===== src/hw/rtl/binary_erosion_3x3_assert.svh =====
// Assertion macros used by the binary erosion back end.
`ifndef BINARY_EROSION_3X3_ASSERT_SVH
`define BINARY_EROSION_3X3_ASSERT_SVH

// Property checked on every rising clock edge outside reset.
`define BERO3_ASSERT(lbl, prop, msg) \
  lbl: assert property (@(posedge clk_i) disable iff (!rst_ni) (prop)) else $error(msg);

// Condition that must never hold on a rising clock edge outside reset.
`define BERO3_ASSERT_NEVER(lbl, cond, msg) \
  lbl: assert property (@(posedge clk_i) disable iff (!rst_ni) !(cond)) else $error(msg);

`endif


===== src/hw/rtl/bero3_pkg.sv =====
// Types and constants shared by the binary erosion blocks.
`default_nettype none

package bero3_pkg;

  localparam int unsigned MaxWidth = 1024;
  localparam int unsigned AddrW    = $clog2(MaxWidth);
  localparam int unsigned PixW     = 8;
  localparam int unsigned WidthW   = 11;
  localparam int unsigned HeightW  = 12;
  localparam int unsigned CfgW     = 12;
  localparam int unsigned CfgIdxW  = 1;
  localparam int unsigned ColCmpW  = ((WidthW > AddrW + 1) ? WidthW : AddrW + 1) + 1;
  localparam int unsigned RowCmpW  = HeightW + 1;
  localparam int unsigned WinW     = 18;

  localparam logic [CfgIdxW-1:0] RegFrameWidth  = 1'b0;
  localparam logic [CfgIdxW-1:0] RegFrameHeight = 1'b1;

  localparam logic [WidthW-1:0]  WidthReset  = 11'd1024;
  localparam logic [HeightW-1:0] HeightReset = 12'd720;

  localparam logic [PixW-1:0] PixZero = 8'h00;
  localparam logic [PixW-1:0] PixFull = 8'hFF;

  localparam int unsigned FlagZeroBit = 0;
  localparam int unsigned FlagFullBit = 1;

  typedef logic [1:0] flags_t;

  typedef struct packed {
    flags_t            flags;
    logic [AddrW-1:0]  addr;
    logic              emit;
    logic              last;
  } cmd_t;

  typedef struct packed {
    logic zero;
    logic last;
  } res_t;

endpackage

`default_nettype wire


===== src/hw/rtl/bero3_front.sv =====
// Front end: configuration, raster counters and classification of each pixel.
`default_nettype none

module bero3_front import bero3_pkg::*; (
  input  wire logic                clk_i,
  input  wire logic                rst_ni,
  input  wire logic                cfg_we_i,
  input  wire logic [CfgIdxW-1:0]  cfg_index_i,
  input  wire logic [CfgW-1:0]     cfg_data_i,
  input  wire logic                accept_i,
  input  wire logic [PixW-1:0]     in_pixel_i,
  output cmd_t                     cmd_o
);

  logic [WidthW-1:0]  width_q;
  logic [HeightW-1:0] height_q;
  logic [AddrW-1:0]   col_q, col_d;
  logic [HeightW-1:0] row_q, row_d;

  logic [ColCmpW-1:0] w_eff, col_ext, col_inc;
  logic [RowCmpW-1:0] h_eff, row_ext, row_inc;
  flags_t             flags;

  always_comb begin
    w_eff = ColCmpW'(width_q);
    if (width_q == '0) begin
      w_eff = ColCmpW'(1);
    end else if (ColCmpW'(width_q) > ColCmpW'(MaxWidth)) begin
      w_eff = ColCmpW'(MaxWidth);
    end
    h_eff   = (height_q == '0) ? RowCmpW'(1) : RowCmpW'(height_q);
    col_ext = ColCmpW'(col_q);
    col_inc = col_ext + ColCmpW'(1);
    row_ext = RowCmpW'(row_q);
    row_inc = row_ext + RowCmpW'(1);

    flags = '0;
    if (in_pixel_i == PixZero) begin
      flags[FlagZeroBit] = 1'b1;
    end else if (in_pixel_i == PixFull) begin
      flags[FlagFullBit] = 1'b1;
    end

    cmd_o.flags = flags;
    cmd_o.addr  = col_q;
    cmd_o.emit  = (row_ext >= RowCmpW'(2)) && (col_ext >= ColCmpW'(2)) &&
                  (row_ext < h_eff) && (col_ext < w_eff);
    cmd_o.last  = (row_inc == h_eff) && (col_inc == w_eff);

    if (col_inc >= w_eff) begin
      col_d = '0;
      row_d = (row_inc >= h_eff) ? '0 : row_inc[HeightW-1:0];
    end else begin
      col_d = col_inc[AddrW-1:0];
      row_d = row_q;
    end
  end

  always_ff @(posedge clk_i or negedge rst_ni) begin
    if (!rst_ni) begin
      width_q  <= WidthReset;
      height_q <= HeightReset;
      col_q    <= '0;
      row_q    <= '0;
    end else begin
      if (cfg_we_i) begin
        unique case (cfg_index_i)
          RegFrameWidth:  width_q  <= cfg_data_i[WidthW-1:0];
          RegFrameHeight: height_q <= cfg_data_i[HeightW-1:0];
          default: ;
        endcase
      end
      if (accept_i) begin
        col_q <= col_d;
        row_q <= row_d;
      end
    end
  end

endmodule

`default_nettype wire


===== src/hw/rtl/bero3_cmdq.sv =====
// Two-entry queue of classified pixels between the front and back ends.
`default_nettype none

module bero3_cmdq import bero3_pkg::*; (
  input  wire logic  clk_i,
  input  wire logic  rst_ni,
  input  wire logic  push_i,
  input  wire cmd_t  data_i,
  output logic       full_o,
  input  wire logic  pop_i,
  output cmd_t       data_o,
  output logic       empty_o
);

  cmd_t       entry_q [2];
  logic       wr_ptr_q, rd_ptr_q;
  logic [1:0] cnt_q;
  logic       do_push, do_pop;

  assign full_o  = (cnt_q == 2'd2);
  assign empty_o = (cnt_q == 2'd0);
  assign do_push = push_i && !full_o;
  assign do_pop  = pop_i && !empty_o;
  assign data_o  = entry_q[rd_ptr_q];

  always_ff @(posedge clk_i or negedge rst_ni) begin
    if (!rst_ni) begin
      wr_ptr_q <= 1'b0;
      rd_ptr_q <= 1'b0;
      cnt_q    <= '0;
    end else begin
      if (do_push) begin
        wr_ptr_q <= ~wr_ptr_q;
      end
      if (do_pop) begin
        rd_ptr_q <= ~rd_ptr_q;
      end
      if (do_push && !do_pop) begin
        cnt_q <= cnt_q + 2'd1;
      end else if (do_pop && !do_push) begin
        cnt_q <= cnt_q - 2'd1;
      end
    end
  end

  always_ff @(posedge clk_i) begin
    if (do_push) begin
      entry_q[wr_ptr_q] <= data_i;
    end
  end

endmodule

`default_nettype wire


===== src/hw/rtl/bero3_back.sv =====
// Back end: line memory, 3x3 window, erosion decision and result buffer.
`default_nettype none

`include "binary_erosion_3x3_assert.svh"

module bero3_back import bero3_pkg::*; (
  input  wire logic             clk_i,
  input  wire logic             rst_ni,
  input  wire logic             cmd_valid_i,
  input  wire cmd_t             cmd_i,
  output logic                  cmd_pop_o,
  output logic                  empty_o,
  input  wire logic             pop_i,
  output logic [PixW-1:0]       out_pixel_o,
  output logic                  last_o
);

  // Each line entry holds the older row's flags in the low half and the newer row's above.
  logic [3:0]       line_mem [MaxWidth];
  logic [3:0]       rd_q;
  logic [3:0]       byp_q;
  logic             byp_hit_q;
  cmd_t             b1_q;
  logic             b1_valid_q;
  logic [WinW-1:0]  window_q;

  res_t             ob_q [2];
  logic             ob_wr_q, ob_rd_q;
  logic [1:0]       ob_cnt_q;

  logic             adv;
  logic [3:0]       line;
  logic [5:0]       col_flags;
  logic [3:0]       wr_data;
  logic [WinW-1:0]  win_next;
  logic             any_full;
  logic             res_zero;
  logic             ob_push, ob_pop;

  assign adv       = (ob_cnt_q != 2'd2);
  assign cmd_pop_o = adv && cmd_valid_i;
  assign ob_push   = adv && b1_valid_q && b1_q.emit;
  assign ob_pop    = pop_i && (ob_cnt_q != 2'd0);
  assign empty_o   = (ob_cnt_q == 2'd0);
  assign out_pixel_o = ob_q[ob_rd_q].zero ? PixZero : PixFull;
  assign last_o      = ob_q[ob_rd_q].last;

  always_comb begin
    line      = byp_hit_q ? byp_q : rd_q;
    col_flags = {b1_q.flags, line[3:2], line[1:0]};
    wr_data   = {b1_q.flags, line[3:2]};
    win_next  = {col_flags, window_q[WinW-1:6]};
    any_full  = 1'b0;
    for (int k = 0; k < 3; k++) begin
      for (int t = 0; t < 3; t++) begin
        if (!(k == 1 && t == 1)) begin
          any_full = any_full | win_next[6*k + 2*t + FlagFullBit];
        end
      end
    end
    res_zero = win_next[8 + FlagZeroBit] && !any_full;
  end

  always_ff @(posedge clk_i or negedge rst_ni) begin
    if (!rst_ni) begin
      b1_valid_q <= 1'b0;
      byp_hit_q  <= 1'b0;
      window_q   <= '0;
      ob_wr_q    <= 1'b0;
      ob_rd_q    <= 1'b0;
      ob_cnt_q   <= '0;
    end else begin
      if (adv) begin
        b1_valid_q <= cmd_valid_i;
        byp_hit_q  <= cmd_valid_i && b1_valid_q && (cmd_i.addr == b1_q.addr);
        if (b1_valid_q) begin
          window_q <= win_next;
        end
      end
      if (ob_push) begin
        ob_wr_q <= ~ob_wr_q;
      end
      if (ob_pop) begin
        ob_rd_q <= ~ob_rd_q;
      end
      if (ob_push && !ob_pop) begin
        ob_cnt_q <= ob_cnt_q + 2'd1;
      end else if (ob_pop && !ob_push) begin
        ob_cnt_q <= ob_cnt_q - 2'd1;
      end
    end
  end

  always_ff @(posedge clk_i) begin
    if (adv && b1_valid_q) begin
      line_mem[b1_q.addr] <= wr_data;
    end
    if (cmd_pop_o) begin
      rd_q  <= line_mem[cmd_i.addr];
      b1_q  <= cmd_i;
      byp_q <= wr_data;
    end
    if (ob_push) begin
      ob_q[ob_wr_q] <= '{zero: res_zero, last: b1_q.last};
    end
  end

  `BERO3_ASSERT_NEVER(a_ob_overflow, ob_cnt_q > 2'd2, "result buffer count out of range")
  `BERO3_ASSERT(a_bypass_valid, byp_hit_q |-> b1_valid_q, "bypass flagged without a pixel in flight")
  `BERO3_ASSERT(a_ob_fill, (ob_push && !ob_pop) |=> (ob_cnt_q == $past(ob_cnt_q) + 2'd1), "result beat lost")
  `BERO3_ASSERT(a_stall_hold, (!adv && b1_valid_q) |=> (b1_valid_q && $stable(window_q)), "window moved while stalled")

endmodule

`default_nettype wire


===== src/hw/rtl/binary_erosion_3x3.sv =====
// Top level of the streaming 3x3 binary erosion block.
//
//   Channel   Direction  Handshake            Payload
//   input     in         push / full          in_pixel_i
//   result    out        pop / empty          out_pixel_o, last_o
//   config    in         cfg_we_i             cfg_index_i, cfg_data_i
//
// One pixel beat is taken every cycle while the input queue is not full.
// The line memory read is registered as a pixel leaves the queue; the window update and
// write-back for that pixel follow once the result buffer is not full.
// A two-entry queue decouples the front end, and a two-entry buffer holds results under stall.
// Reset clears counters and window; the line memory is not cleared and needs no sweep.
`default_nettype none

module binary_erosion_3x3 import bero3_pkg::*; (
  input  wire logic                clk_i,
  input  wire logic                rst_ni,
  input  wire logic                push,
  output logic                     full,
  input  wire logic [PixW-1:0]     in_pixel_i,
  output logic                     empty,
  input  wire logic                pop,
  output logic [PixW-1:0]          out_pixel_o,
  output logic                     last_o,
  input  wire logic                cfg_we_i,
  input  wire logic [CfgIdxW-1:0]  cfg_index_i,
  input  wire logic [CfgW-1:0]     cfg_data_i
);

  cmd_t front_cmd, q_cmd;
  logic accept, q_empty, q_pop;

  assign accept = push && !full;

  bero3_front u_front (
    .clk_i       (clk_i),
    .rst_ni      (rst_ni),
    .cfg_we_i    (cfg_we_i),
    .cfg_index_i (cfg_index_i),
    .cfg_data_i  (cfg_data_i),
    .accept_i    (accept),
    .in_pixel_i  (in_pixel_i),
    .cmd_o       (front_cmd)
  );

  bero3_cmdq u_cmdq (
    .clk_i   (clk_i),
    .rst_ni  (rst_ni),
    .push_i  (push),
    .data_i  (front_cmd),
    .full_o  (full),
    .pop_i   (q_pop),
    .data_o  (q_cmd),
    .empty_o (q_empty)
  );

  bero3_back u_back (
    .clk_i       (clk_i),
    .rst_ni      (rst_ni),
    .cmd_valid_i (!q_empty),
    .cmd_i       (q_cmd),
    .cmd_pop_o   (q_pop),
    .empty_o     (empty),
    .pop_i       (pop),
    .out_pixel_o (out_pixel_o),
    .last_o      (last_o)
  );

endmodule

`default_nettype wire


===== config.mk =====
export PLATFORM = sky130hd
export DESIGN_NAME = binary_erosion_3x3
export DESIGN_NICKNAME = d
export VERILOG_FILES = /design/src/hw/rtl/bero3_pkg.sv /design/src/hw/rtl/bero3_front.sv /design/src/hw/rtl/bero3_cmdq.sv /design/src/hw/rtl/bero3_back.sv /design/src/hw/rtl/binary_erosion_3x3.sv
export VERILOG_INCLUDE_DIRS = /design/src /design/src/hw/rtl
export SDC_FILE = /design/constraint.sdc
export NUM_CORES = 2
export LEC_CHECK = 0
export ABC_AREA = 1
export BUFFER_PORTS_ARGS = -buffer_cell sky130_fd_sc_hd__buf_2
export CORE_MARGIN = 1.5
export CORE_UTILIZATION = 35
export CTS_BUF_LIST = sky130_fd_sc_hd__clkbuf_2 sky130_fd_sc_hd__clkbuf_4 sky130_fd_sc_hd__clkbuf_8
export CTS_CLUSTER_SIZE = 10
export DETAILED_ROUTE_END_ITERATION = 7
export REMOVE_ABC_BUFFERS = 1
export SYNTH_ARGS = -nofsm -noshare
export SYNTH_HDL_FRONTEND = slang
export SYNTH_MEMORY_MAX_BITS = 65536
export SYNTH_SLANG_ARGS = --single-unit

===== constraint.sdc =====
create_clock -name clk_i -period 43.3 [get_ports clk_i]
set_input_delay 10.825 -clock clk_i [delete_from_list [all_inputs] [get_ports clk_i]]
set_output_delay 10.825 -clock clk_i [all_outputs]
set_load 0.01 [all_outputs]

## Word-level counts from Yosys, hierarchy flattened

Memories as Yosys holds them, arrays and structs flattened. A register that Yosys moved wholly into a read port is not among the register bits.
Index checks and enable logic that the tools add are counted.

- Output and inout bits: 11
- Register bits: 91
- Memories kept: 3
- RAM bits: 4128

- Bitwise operators: 12
- Add/subtract/negate cells: 6
- Reduce and logical (&&, ||, !) cells: 36
- Order comparisons: 7
- Multiplexer cells: 20
- Equal/unequal tests: 6

Memory list:

| memory | depth | bits a word | rd ports | clocked after Yosys merged registers in | wr ports | line | text |
|---|---|---|---|---|---|---|---|
| u_back.line_mem | 1024 | 4 | 1 | 1 | 1 | bero3_back.sv:19 | `logic [3:0] line_mem [MaxWidth];` |
| u_cmdq.entry_q | 2 | 14 | 1 | 0 | 1 | bero3_cmdq.sv:15 | `cmd_t entry_q [2];` |
| u_back.ob_q | 2 | 2 | 1 | 0 | 1 | bero3_back.sv:27 | `res_t ob_q [2];` |

Operators by type and width:

| kind | count |
|---|---|
| two-way mux 12 bit | 2 |
| two-way mux 11 bit | 2 |
| logical AND 1 bit | 17 |
| adder 12 x 1 -> 13 bit (second input constant) | 1 |
| equality test 13 bit | 1 |
| >= comparator 13 bit | 1 |
| < comparator 12 x 13 -> 1 bit | 1 |
| equality test 12 x 11 -> 1 bit | 1 |
| >= comparator 12 x 11 -> 1 bit | 1 |
| >= comparator 12 x 2 -> 1 bit (second input constant) | 1 |
| logical NOT 12 bit | 1 |
| adder 10 x 1 -> 11 bit (second input constant) | 1 |
| > comparator 11 bit (second input constant) | 1 |
| logical NOT 11 bit | 1 |
| < comparator 10 x 11 -> 1 bit | 1 |
| equality test 10 bit | 1 |
| >= comparator 10 x 2 -> 1 bit (second input constant) | 1 |
| two-way mux 10 bit | 1 |
| two-way mux 1 bit | 9 |
| equality test 8 bit (second input constant) | 1 |
| logical NOT 8 bit | 1 |
| two-way mux 2 bit | 4 |
| two-way mux 8 bit | 1 |
| AND reduction 2 bit | 4 |
| other kinds (10) | 31 |

## Longest topological paths before layout

- Depth after elaboration: 9
- Depth in mapped cells: 21
- Depth with buffers taken out: 20

## Modules after synthesis

From an unflattened synthesis, not the netlist that was laid out.

- Cell total of the unflattened synthesis: 11971
- Area total of the unflattened synthesis: 134351.4 um^2

Modules (own cells, without submodules):

| module | times used | cells each | area an instance (um^2) |
|---|---|---|---|
| bero3_back | 1 | 11382 | 129570.5 |
| bero3_front | 1 | 481 | 3512.1 |
| bero3_cmdq | 1 | 105 | 1255.0 |
| binary_erosion_3x3 | 1 | 3 | 13.8 |

## Least setup slack after synthesis

Ideal clock, no wire load.

- Path kind: reg2reg
- Start: register u_back.byp_hit_q
- End: register u_back.byp_q[1] (data pin)
- Stages on the path, launching flop included: 4
- Arrival time: 12598 ps
- Data required time: 40590 ps
- Slack: 27992 ps
- Clock period less this slack: 15308 ps
- Setup time: 2710 ps
- Cell sequence: dfrtp_1 inv_1 nand2_1 nand2_1

- Cells in the longest elaborated chain, start to end: 1

Ends and longest elaborated chain:

| item | line | text |
|---|---|---|
| start, declared | bero3_back.sv:22 | `logic byp_hit_q;` |
| start signal, assigned | bero3_back.sv:75 | `byp_hit_q <= cmd_valid_i && b1_valid_q && (cmd_i.addr == b1_q.addr);` |
| two-way mux 4 bit | bero3_back.sv:49 | `line = byp_hit_q ? byp_q : rd_q;` |
| named net u_back.line[3] | bero3_back.sv:32 | `logic [3:0] line;` |
| end signal, assigned | bero3_back.sv:101 | `byp_q <= wr_data;` |
| end, declared | bero3_back.sv:21 | `logic [3:0] byp_q;` |

The timed path passes the listed nets, and every way through them passes these cells.
A chain may end at the register's enable or synchronous reset.

## Final worst setup path

- Start: register u_back.ob_rd_q
- End: output out_pixel_o[3]

- Cells in the longest elaborated chain, start to end: 2

Ends and longest elaborated chain:

| item | line | text |
|---|---|---|
| start, declared | bero3_back.sv:28 | `logic ob_wr_q, ob_rd_q;` |
| start signal, assigned | bero3_back.sv:84 | `ob_rd_q <= ~ob_rd_q;` |
| memory read (2 x 2 bit) | n/a |  |
| two-way mux 8 bit | bero3_back.sv:45 | `assign out_pixel_o = ob_q[ob_rd_q].zero ? PixZero : PixFull;` |
| end, declared | binary_erosion_3x3.sv:23 | `output logic [PixW-1:0] out_pixel_o,` |

Every way passes these cells.

==> results.yml <==
run_status:
  status: "finished clean"
logic_synthesis:
  postSynth.asyncResetShare_pct: 1.95
  synth_compound_area_share_pct: 2.66
  synth_xor_area_share_pct: 0.149
  synth_fa_ha_area_share_pct: 0.452
  synth_mux_area_share_pct: 0.0142
  synth_cells: 13800
  synth-main-ff-cell: "edfxtp_1"
  yosysSeqAreaShare_pct: 67.6
  synth_seq_cells: 3186
  avgSynthCellArea_um2: 10.2
  synth_top_family_by_area: "simple AND/OR/NAND/NOR gates"
  ys_top_cells_by_area: "edfxtp_1 (66%), nand2_1 (9.2%), nand3_1 (8.3%)"
  syn_area_um2: 141000
  synthSimpleGateAreaFrac_pct: 21.0
  yosys_warnings: 0
  yosys.cell_types.count: 45
  synth_top_cell_area_share_pct: 66.5
  synth_area_leader_cell: "edfxtp_1"
  synth_edf_count: 3124
worst_setup_path:
  crit_path_start: "u_back.ob_rd_q"
  endpoint: "out_pixel_o[3]"
  cp.arrival_ns: 2.18
  critPathKind: "reg2out"
  crit_path_end_kind: "output port"
  worstPathRequired_ns: 32.48
  worstReg2RegEnd: "u_back.rd_q[2]"
  cp-start-kind: "register"
  r2r_slack_ns: 36.46
  r2r_start: "u_cmdq.rd_ptr_q"
  ff2ff_path_depth: 17
  cp_max_fo: 8
cts:
  cts_tree: "yes"
  cts-buffers-inserted: 538
  clk_pin_slew_ns: 0.06
  cts_resized: 0
  cts_setup_buffers: 0
  hold_buffers: 0
  clock-sinks: 3186
  clkLatencyLatePin_ns: 1.19
  ctsHtreeMaxLevel: 6
  clockBufferDepth: 4
  cts_root_buf: "clkbuf_8"
power:
  leakage_nw: 60.6
  p_per_area_nw_per_um2: 68.4
  ir_worst_vdd_v: 0.000112
timing:
  clock-skew-final_ns: 0.0866
  relSlewSlack_pct: 18.0
  tns_ns: 0
  slew_violations: 0
  min_period_over_period_pct: 30.0
  setup_viol: 0
  hold_violations: 0
  rsz0062_at_grt: "false"
  tightest_slew_ns: 1.23
  fmax_ghz: 0.0769
  period_needed_ns: 13.01
die:
  num_rows: 233
  core_area_um2: 402000
  die_h_um: 638
  io_pins: 37
  dieWidth_um: 638
  start_util_pct: 35.1
  die-area_um2: 407000
final_layout:
  area_growth_pct: 10.6
  drive_gt1_share_pct: 7.97
  num-nets-final: 13700
  fillers: 39200
  fin_cells: 19400
  fin_area_um2: 156000
place:
  dp.cells: 18400
  gp_congestion: 0.809
  portBuffers: 36
  placed_cell_area_um2: 146000
  dpl.hpwl_um: 211000
grt:
  grt_pass1_wl_um: 588000
  grt_max_degree: 230
  antenna_found_initial: 30
  grt_overflow_total: 0
  grt_pass1_vias: 93800
  grtUsageTotal_pct: 19.1
routing:
  antenna_left: 0
  routed-via-count: 97500
  avgRoutedWirePerCell_um: 20.6
  drc: 0
  drtIter0Drc: 10600
  drt_pass1_iterations: 6
  viasPerCell: 5.03
  wl_um: 399000
flow_run:
  max_cap_viol_count: 0
hold_path:
  worstHoldPathType: "reg2reg"
-- layout make-up --
cell class | instances | area [um2] | area share [%]
Multi-Input combinational cell | 7749 | 34600 | 22.2
Antenna cell | 12 | 30.0 | 0.0192
Timing Repair Buffer | 227 | 1810 | 1.16
Tap cell | 5287 | 6620 | 4.24
Sequential cell | 3186 | 95400 | 61.1
Clock inverter | 223 | 1470 | 0.942
Inverter | 1966 | 7410 | 4.75
Clock buffer | 718 | 8850 | 5.67
-- routing by layer --
metal,GRT usage (%),wire [um],vias to the layer above
met5,0,31,-
met3,3.28,34100,733
met4,6.70,13400,4
met2,31.2,185000,3885
li1,-,-,45600
met1,25.5,166000,47300
-- cells in the mapped netlist (all sizes together), types with 2 or more instances --
cell and n:
nand4 11, xnor2 2, edfxtp 3124, inv 1963
or2 8, nand3 2331, o221ai 2, ha 51
nand2 3451, buf 563, nor2 1189, dfstp 5
a21boi 2, mux2i 2, o22ai 8, nand3b 24
o21a 3, a21oi 146, dfrtp 57, clkbuf 325
nor4 14, clkinv 3, nor3 19, xor2 22
o211ai 221, a2111oi 2, o21ai 233
-- kinds of logic after synthesis --
family,Yosys count
xor gates and xnor gates,24
and+or+nand+nor,7048
DFF,3186
muxes,2
AOI/OAI and AO/OA,624
buffers and inverters,2854
adders and majority gates,51
-- how the worst min path moves through the flow --
stage | end | cells past startpoint | slack (ns) | startpoint
finish | u_back.ob_q[0][0] | 0 | 0.47 | u_back.b1_q[0]
global route | u_back.ob_q[0][0] | 0 | 0.49 | u_back.b1_q[0]
CTS | u_back.ob_q[0][0] | 0 | 0.48 | u_back.b1_q[0]
detailed placement | u_back.ob_q[0][0] | 0 | 0.46 | u_back.b1_q[0]
global placement | u_back.window_q[7] | 2 | 0.46 | u_back.window_q[7]
floorplan | u_back.ob_q[0][0] | 0 | 0.42 | u_back.b1_q[0]
-- placed cells by master (no fill, tap or decap), types with 145 or more instances in the layout --
cell type and instances:
o21ai_0 152, buf_4 175, inv_1 1957, nand2_1 3408, a21oi_1 145, nor2_1 1185
clkbuf_8 553, clkbuf_4 165, o211ai_1 221, nand3_1 2331, edfxtp_1 3124
-- registers in the layout, indices dropped and copies added, names as in the netlist --
register,count
u_cmdq.cnt_q,2
u_back.ob_q,4
u_back.line_mem,3072
u_back.window_q,7
u_front.width_q,11
u_back.ob_rd_q,1
u_back.ob_wr_q,1
u_back.b1_valid_q,1
u_front.height_q,12
u_cmdq.rd_ptr_q,1
u_back.rd_q,3
u_back.b1_q,14
u_front.col_q,10
u_cmdq.wr_ptr_q,1
u_cmdq.entry_q,28
u_back.byp_hit_q,1
u_back.byp_q,3
u_back.ob_cnt_q,2
u_front.row_q,12
-- metrics by stage --
stage | hold WS (ns) | util [%] | total power, W | setup WS [ns]
final | 0.469 | 38.8 | 0.0107 | 30.29
after global routing | 0.493 | 38.8 | 0.0112 | 30.09
after global placement | 0.459 | 36.3 | 0.00806 | 30.65
after detailed placement | 0.464 | 36.3 | 0.00807 | 30.60
after CTS | 0.478 | 38.8 | 0.0107 | 30.15
after floorplan | 0.421 | - | 0.00797 | 18.17
-- power by group --
group | total, W | switching (W) | internal [W]
clock | 0.00264 | 0.00124 | 0.00140
sequential | 0.00395 | 0.0000381 | 0.00391
combinational | 0.00410 | 0.00315 | 0.000947
total | 0.0107 | 0.00443 | 0.00625
-- critical path, cell delays in order (launching register included) --
cell	delay [ns]
dfrtp_1	0.38
mux2i_1	0.42
buf_2	0.21
(Power assumes the default switching activity.)
